File: src/rtl/core/refcounted_dedup_table_assert.svh
// Assertion macros for the table's RTL, used by rdt_datapath.
`ifndef REFCOUNTED_DEDUP_TABLE_ASSERT_SVH
`define REFCOUNTED_DEDUP_TABLE_ASSERT_SVH

// Checked at every rising edge while reset is released.
`define RDT_ASSERT(label, clk, rst_n, prop) \
    label: assert property (@(posedge clk) disable iff (!rst_n) prop) \
        else $error("refcounted_dedup_table assertion failed");

// Checked at every rising edge, reset included.
`define RDT_ASSERT_ALWAYS(label, clk, prop) \
    label: assert property (@(posedge clk) prop) \
        else $error("refcounted_dedup_table assertion failed");

`endif

File: src/rtl/core/rdt_pkg.sv
package rdt_pkg;

    localparam int TABLE_ENTRIES = 16;
    localparam int IDX_W = $clog2(TABLE_ENTRIES);

    localparam logic [63:0] GOLDEN = 64'h9e37_79b9_7f4a_7c15;
    localparam logic [31:0] GOLDEN_LO = GOLDEN[31:0];
    localparam logic [31:0] GOLDEN_HI = GOLDEN[63:32];
    localparam logic [31:0] REFS_MAX = 32'hFFFF_FFFF;

    typedef enum logic [1:0] {
        CMD_BIND    = 2'd0,
        CMD_LOOKUP  = 2'd1,
        CMD_RELEASE = 2'd2,
        CMD_NONE    = 2'd3
    } rdt_command_t;

    typedef enum logic [2:0] {
        ST_REUSED    = 3'd0,
        ST_INSERTED  = 3'd1,
        ST_FULL      = 3'd2,
        ST_FOUND     = 3'd3,
        ST_NOT_FOUND = 3'd4,
        ST_RELEASED  = 3'd5,
        ST_UNKNOWN   = 3'd6
    } rdt_status_t;

    typedef enum logic [2:0] {
        ACT_REUSE   = 3'd0,
        ACT_INSERT  = 3'd1,
        ACT_RELEASE = 3'd2,
        ACT_FOUND   = 3'd3,
        ACT_EMPTY   = 3'd4
    } rdt_action_t;

    typedef struct packed {
        logic load;
        logic mul0;
        logic mul1;
        logic mul2;
        logic key;
        logic scan;
        logic decide;
        logic use_tgt;
        logic apply;
    } rdt_ctl_t;

    typedef struct packed {
        logic scan_last;
        logic out_free;
    } rdt_stat_t;

endpackage

File: src/rtl/core/rdt_ctrl.sv
module rdt_ctrl
    import rdt_pkg::*;
(
    input  logic      clk,
    input  logic      rst_n,
    input  logic      in_valid,
    output logic      in_ready,
    input  rdt_stat_t st,
    output rdt_ctl_t  ctl
);

    typedef enum logic [7:0] {
        S_IDLE   = 8'b0000_0001,
        S_MUL0   = 8'b0000_0010,
        S_MUL1   = 8'b0000_0100,
        S_MUL2   = 8'b0000_1000,
        S_KEY    = 8'b0001_0000,
        S_SCAN   = 8'b0010_0000,
        S_DECIDE = 8'b0100_0000,
        S_APPLY  = 8'b1000_0000
    } state_t;

    state_t state_reg;
    state_t state_next;

    always_ff @(posedge clk or negedge rst_n)
    begin
        if (!rst_n)
        begin
            state_reg <= S_IDLE;
        end
        else
        begin
            state_reg <= state_next;
        end
    end

    always_comb
    begin
        state_next = state_reg;
        ctl = '0;
        unique case (state_reg)
            S_IDLE:
            begin
                ctl.load = in_valid;
                if (in_valid)
                begin
                    state_next = S_MUL0;
                end
            end
            S_MUL0:
            begin
                ctl.mul0 = 1'b1;
                state_next = S_MUL1;
            end
            S_MUL1:
            begin
                ctl.mul1 = 1'b1;
                state_next = S_MUL2;
            end
            S_MUL2:
            begin
                ctl.mul2 = 1'b1;
                state_next = S_KEY;
            end
            S_KEY:
            begin
                ctl.key = 1'b1;
                state_next = S_SCAN;
            end
            S_SCAN:
            begin
                ctl.scan = 1'b1;
                if (st.scan_last)
                begin
                    state_next = S_DECIDE;
                end
            end
            S_DECIDE:
            begin
                ctl.decide = 1'b1;
                state_next = S_APPLY;
            end
            S_APPLY:
            begin
                ctl.use_tgt = 1'b1;
                ctl.apply = st.out_free;
                if (st.out_free)
                begin
                    state_next = S_IDLE;
                end
            end
            default:
            begin
                state_next = S_IDLE;
            end
        endcase
    end

    assign in_ready = (state_reg == S_IDLE);

endmodule

File: config.mk
export PLATFORM = sky130hd
export DESIGN_NAME = rdt_ctrl
export DESIGN_NICKNAME = d
export VERILOG_FILES = /design/src/rtl/core/refcounted_dedup_table_assert.svh /design/src/rtl/core/rdt_pkg.sv /design/src/rtl/core/rdt_ctrl.sv
export SDC_FILE = /design/constraint.sdc
export NUM_CORES = 1
export LEC_CHECK = 0
export ABC_CLOCK_PERIOD_IN_PS = 2700
export BUFFER_PORTS_ARGS = -buffer_cell sky130_fd_sc_hd__buf_4
export CORE_AREA = 2 2 39 41
export DETAILED_ROUTE_END_ITERATION = 12
export DIE_AREA = 0 0 41 43
export GPL_ROUTABILITY_DRIVEN = 0
export PLACE_DENSITY_LB_ADDON = 0.2
export SETUP_SLACK_MARGIN = 0.15
export SLEW_MARGIN = 40
export SYNTH_ARGS = -nofsm -noshare
export SYNTH_HDL_FRONTEND = slang
export SYNTH_SLANG_ARGS = --single-unit
File: constraint.sdc
create_clock -name clk -period 2.7 [get_ports clk]
set_input_delay 0.405 -clock clk [delete_from_list [all_inputs] [get_ports clk]]
set_output_delay 0.405 -clock clk [all_outputs]
set_load 0.005 [all_outputs]
# Word-level counts from Yosys, hierarchy flattened
# Cells that the tools add are included.
word_totals:
  reg_bits: 8
  word_cells: 25
  inputBits: 5
op_classes:
  n_reduce_logical: 1
  n_mux: 12
  n_eq_ne: 11
op_table:
  columns: ["cell", "count"]
  rows:
  - ["8-bit one-hot mux with 8 select lines", 1]
  - ["8-bit two-way mux", 3]
  - ["8-bit by 1-bit == test with 1-bit output (second input constant)", 1]
  - ["8-bit by 2-bit == test with 1-bit output (second input constant)", 1]
  - ["8-bit by 3-bit == test with 1-bit output (second input constant)", 1]
  - ["8-bit by 4-bit == test with 1-bit output (second input constant)", 1]
  - ["8-bit by 5-bit == test with 1-bit output (second input constant)", 1]
  - ["8-bit by 6-bit == test with 1-bit output (second input constant)", 1]
  - ["8-bit by 7-bit == test with 1-bit output (second input constant)", 1]
  - ["8-bit == test (second input constant)", 1]
  - ["1-bit two-way mux", 7]
  - ["2-bit != test (second input constant)", 3]
  - ["3-bit AND reduction", 1]
  - ["2-bit two-way mux", 1]

# Longest topological paths before layout
# Gate-level depths: netlist (run 1).
logic_depth:
  depth_word: 3
  ltp_mapped: 5
  mapped_depth_nobuf: 5

# Least setup slack after synthesis (run 1)
# OpenSTA, ideal clock, no wires.
synth_path:
  kind: "register to output"
  start: "register state_reg[2]"
  end: "output port ctl[8] in the netlist's numbering"
  stages_incl_launch_ff: 5
  arrival_ps: 1291
  path_slack_ps: 1004
  cell_sequence: "dfrtp_1 nor4_1 nand2_1 nor3b_2 and2_1"
synth_rtl:
  columns: ["element", "line", "rtl"]
  rows:
  - ["from (decl)", "rdt_ctrl.sv:23", "state_t state_reg;"]
  - ["from (signal assigned)", "rdt_ctrl.sv:34", "state_reg <= state_next;"]
  - ["to (decl)", "rdt_ctrl.sv:9", "output rdt_ctl_t ctl"]

==> flow_summary.yaml, run 1 <==
run_status:
  outcome: "complete, no violations"
critical_path:
  critPathMaxFanout: 8
  critical_path.top_delay_family: "simple AND/OR/NAND/NOR gates"
  cp-end-kind: "output port"
  cp.arrival_ns: 1.78
  crit_chain: "nor4_1 > nand2_1 > nor3b_2 > and2_1 > buf_4"
  cp_data_required_time_ns: 2.30
  r2r-end: "state_reg[0]"
  crit_type: "reg -> out"
  cp_slowest_cell: "dfrtp_1"
  cp.buffers_inverters: 1
  timing.reg2reg.setup_slack_ns: 1.02
  regToRegStartpoint: "state_reg[0]"
  start_kind: "register"
  reg2reg_depth: 5
  cpPeakStageDelay_ns: 0.46
grt:
  grt_max_degree: 9
  grt_pass1_vias: 401
  antenna_found_initial: 0
  grt_overflow_total: 0
  grt_use_total_pct: 14.2
  grt_first_pass_wirelength_um: 1650
sta:
  final_max_slew_viol_count: 0
  worst_slew_margin_rel_pct: 72.5
  period_needed_ns: 2.19
  worst_hold_slack_ns: 0.371
  clock_skew_ns: 0.00801
  max_freq_ghz: 0.458
  finalSetupViolCount: 0
  hold_violations: 0
  finalSetupTns_ns: 0
  tightest_slew_ns: 0.409
  rsz0062_at_grt: "false"
  final.period_utilization_pct: 81.0
routing:
  drtPass1Iterations: 2
  via_per_inst: 5.09
  wl_per_cell_um: 11.3
  wirelength_um: 971
  antenna_left: 0
  initialDrtViolationCount: 5
  vias: 438
  drc: 0
clock_tree:
  htree_levels: 1
  tritoncts: "yes"
  clock_latency_ns: 0.25
  cts_sinks: 8
  postCtsSetupBuffers: 0
  cts_buffer_depth: 2
  post_cts_resized: 0
  cts_root_buf: "clkbuf_4"
  clk_pin_slew_ns: 0.05
  cts.hold.buffers_added: 1
  numCtsBuffers: 3
place:
  place_area_um2: 602
  io_buffers: 14
  dp_hpwl_um: 768
floorplan:
  die_y_um: 43
  die_area_um2: 1760
  std_cell_rows: 14
  start_util_pct: 35.0
  ioPinCount: 15
  core_area_um2: 1380
  die_w_um: 41
layout:
  final_common_cell: "buf_4"
  num-fill-cells: 145
  postLayoutCellArea_um2: 638
  drive_gt1_share_pct: 34.3
  syn2layout_area_growth_pct: 31.8
  diodes: 0
  final_cell_mix: "buf_4, nor2_1, dfrtp_1"
  final_nets: 76
  largest_register_ffs: 8
synthesis:
  netlist_top_cells_area: "dfrtp_1, nor2_1, dfstp_2, and2_1, nand2b_1"
  ys_seq_elements: 8
  synth-async-reset-ratio_pct: 100
  synth.distinct_cells: 24
  synth.top_cell.area_share_pct: 36.2
  ys_seq_area_share_pct: 41.6
  synth_edf_count: 0
  yosysTopAreaCell: "dfrtp_1"
  yosysWarnings: 0
  synth_cells: 52
  avgSynthCellArea_um2: 9.31
  synth_fp_nets: 57
  synthesis.area_um2: 484
  yosys_most_used_dff: "dfrtp_1"
hold_path:
  hold_depth: 2
  holdPathEnd: "state_reg[6]"
  min_from: "st[1]"
  hp-class: "in -> reg"
pwr:
  ir_worst_vdd_mv: 0.292
  power_density_nw_per_um2: 812
  power.leakage_nw: 0.311
run:
  max_cap_viol_count: 0
==> power breakdown <==
group	total (mW)	switching [mW]	leakage, nW	internal, mW
Sequential	0.181	0.0329	0.107	0.148
Combinational	0.239	0.108	0.189	0.131
Clock	0.0979	0.0413	0.0150	0.0566
Total	0.518	0.183	0.311	0.336
==> stage by stage <==
stage               worst slack, ns  cells  util, %  total power [mW]
finish                        0.514     86     46.1             0.518
global route                  0.399     86     46.1             0.565
CTS                           0.515     86     46.1             0.528
floorplan                      1.00     52        -             0.347
detailed placement            0.797     81     43.5             0.424
global placement              0.814     81     43.5             0.423
==> kinds of logic after synthesis <==
kind of cell | synth area share (%)
XOR/XNOR | 1.81
buffers and inverters | 1.55
AO/OA/AOI/OAI | 8.78
AND/OR/NAND/NOR | 46.2
flip-flops | 41.6
==> cell usage after synthesis (all sizes together), types with 2 or more instances <==
cell type,n
and2,4
nor2,8
nor4,2
nand2b,4
or2b,2
nor2b,2
and3,3
dfrtp,7
nand2,4
nor3b,4
==> routing by layer <==
layer	global-route usage (%)	wire, um
met3	4.71	41
met4	8.00	12
met5	0	0
met2	19.7	443
met1	18.6	473
==> worst register-to-register path, stage by stage, from the launching register on <==
cell,delay [ns]
dfstp_2,0.58
xor2_1,0.15
nand2_1,0.09
a2111oi_2,0.35
nor3_1,0.11
o311a_1,0.33
==> how the worst max path moves through the flow <==
stage                      start     end  slack (ns)  cells after the start
floorplan           state_reg[2]  ctl[8]        1.00                      4
global route        state_reg[6]  ctl[8]        0.40                      5
finish              state_reg[6]  ctl[8]        0.51                      5
CTS                 state_reg[6]  ctl[8]        0.52                      5
detailed placement  state_reg[6]  ctl[8]        0.80                      5
global placement    state_reg[6]  ctl[8]        0.81                      5
==> final cells by class <==
type	instances	area (um2)	share of cell area, %
multi-input combinational	43	275	43.1
timing repair buffer	15	115	18.0
sequential	8	201	31.6
tap	16	20.0	3.14
clock buffer	4	26.3	4.12
Power figures use the tool's default switching activity.
==> run 2: changes to the inputs <==
--- a/config.mk
+++ b/config.mk
@@ -5,7 +5,7 @@
 export SDC_FILE = /design/constraint.sdc
 export NUM_CORES = 1
 export LEC_CHECK = 0
-export ABC_CLOCK_PERIOD_IN_PS = 2700
+export ABC_CLOCK_PERIOD_IN_PS = 2200
 export BUFFER_PORTS_ARGS = -buffer_cell sky130_fd_sc_hd__buf_4
 export CORE_AREA = 2 2 39 41
 export DETAILED_ROUTE_END_ITERATION = 12
==> constraint.sdc (replaced) <==
create_clock -name clk -period 2.2 [get_ports clk]
set_input_delay 0.33 -clock clk [delete_from_list [all_inputs] [get_ports clk]]
set_output_delay 0.33 -clock clk [all_outputs]
set_load 0.005 [all_outputs]
==> flow_summary.yaml, run 2 (synthesis results as in run 1) <==
run_status:
  outcome: "complete, no violations"
layout:
  num-fill-cells: 141
  drive_gt1_share_pct: 40.8
  instances_no_fill: 87
  final_core_util_pct: 49.1
  largest_register_ffs: 8
  postLayoutCellArea_um2: 679
  multiInputGateArea_um2: 308
  diodes: 0
  seq_area_um2: 203
  syn2layout_area_growth_pct: 40.3
  final_common_cell: "buf_4"
  final_nets: 77
  final_cell_mix: "buf_4, nor2_1, dfrtp_1"
floorplan:
  die_y_um: 43
  core_area_um2: 1380
  ioPinCount: 15
  die_area_um2: 1760
  start_util_pct: 35.0
  die_w_um: 41
  std_cell_rows: 14
sta:
  final_max_slew_viol_count: 0
  clock_skew_ns: 0.00703
  max_freq_ghz: 0.498
  rsz0062_at_grt: "true"
  finalSetupTns_ns: 0
  final.period_utilization_pct: 91.3
  tightest_slew_ns: 0.296
  worst_slew_margin_rel_pct: 80.2
  worst_hold_slack_ns: 0.296
  worst_slack_ns: 0.192
  finalSetupViolCount: 0
  period_needed_ns: 2.01
  hold_violations: 0
pwr:
  fin_total_pwr_mw: 0.696
  power_density_nw_per_um2: 1020
  comb_power_share_pct: 48.4
  power_frac_seq_pct: 34.4
  intPower_mw: 0.449
  clkPwrFrac_pct: 17.1
  switching_power_mw: 0.247
  switching_share_pct: 35.5
  ir_worst_vdd_mv: 0.392
  power.leakage_nw: 0.325
hold_path:
  hp-class: "in -> reg"
  holdPathEnd: "state_reg[6]"
  hold_depth: 2
  min_from: "st[1]"
clock_tree:
  htree_levels: 1
  cts_buffer_depth: 2
  clock_latency_ns: 0.25
  cts_sinks: 8
  clk_pin_slew_ns: 0.06
  tritoncts: "yes"
  cts_root_buf: "clkbuf_4"
  numCtsBuffers: 3
grt:
  grt_max_degree: 9
  grt_pass1_vias: 400
  met1_usage_pct: 19.3
  grt_util_met2_pct: 20.3
  antenna_found_initial: 0
  grt_first_pass_wirelength_um: 1700
  grt_use_total_pct: 14.6
  grt_overflow_total: 0
  grt_use_met3_pct: 4.71
  gr-max-usage-layer: "met2"
routing:
  antenna_left: 0
  wirelength_um: 1040
  drc: 0
  initialDrtViolationCount: 4
  drtPass1Iterations: 2
  wl_per_cell_um: 11.9
  via_per_inst: 4.98
  vias: 433
place:
  placed_cells: 81
  io_buffers: 14
  place_worst_setup_slack_ns: 0.372
  dp_hpwl_um: 768
  place_area_um2: 602
critical_path:
  timing.reg2reg.setup_slack_ns: 0.48
  cp-end-kind: "output port"
  cp_data_required_time_ns: 1.87
  r2r-end: "state_reg[0]"
  reg2reg_depth: 5
  cp.arrival_ns: 1.68
  regToRegStartpoint: "state_reg[0]"
  crit_type: "reg -> out"
  start_kind: "register"
  critPathMaxFanout: 5
run:
  max_cap_viol_count: 0
==> run 2: changes by cell type in the layout (fill, tap and decap cells not counted), sizes merged <==
cell  before  now
buf       14   15
==> run 2: area by class of cell <==
type                            instances  area share (%)
Multi-Input combinational cell         43            45.3
Timing Repair Buffer                   16            18.0
Sequential cell                         8            29.8
Tap cell                               16            2.95
Clock buffer                            4            3.87
==> run 2: what timing repair did <==
action | CTS | global route
pin swaps | 0 | 2
hold endpoints to repair | 7 | 0
endpoints found under the setup margin | 2 | 2
buffers inserted | 0 | 1
resized for setup | 2 | 4
hold buffers | 1 | 0
==> run 2: power by group through the flow <==
| stage | clock network [mW] | registers, mW | logic [mW] |
|---|---|---|---|
| 2_1_floorplan | 0 | 0.215 | 0.211 |
| 3_3_place_gp | 0 | 0.222 | 0.297 |
| 3_5_place_dp | 0 | 0.224 | 0.297 |
| 4_1_cts | 0.127 | 0.226 | 0.306 |
| 5_1_grt | 0.140 | 0.243 | 0.371 |
| 6_report | 0.119 | 0.240 | 0.337 |
==> run 2: how the worst max path moves through the flow <==
| stage | start | end | cells after the start |
|---|---|---|---|
| 3_5_place_dp | state_reg[6] | ctl[8] | 5 |
| 3_3_place_gp | state_reg[6] | ctl[8] | 5 |
| 6_report | state_reg[2] | ctl[8] | 5 |
| 2_1_floorplan | state_reg[2] | ctl[8] | 4 |
| 5_1_grt | state_reg[2] | ctl[8] | 5 |
| 4_1_cts | state_reg[6] | ctl[8] | 5 |
==> run 2: critical path, stage by stage (launching register included) <==
cell     delay [ns]
dfrtp_1        0.44
nor4_4         0.33
nand2_1        0.14
nor3b_2        0.25
and2_1         0.16
buf_4          0.10
==> run 2: layer usage <==
metal / vias to the layer above / routed length [um]
li1: 220 / -
met1: 201 / 519
met2: 10 / 465
met3: 2 / 41
met4: 0 / 12
met5: - / 0
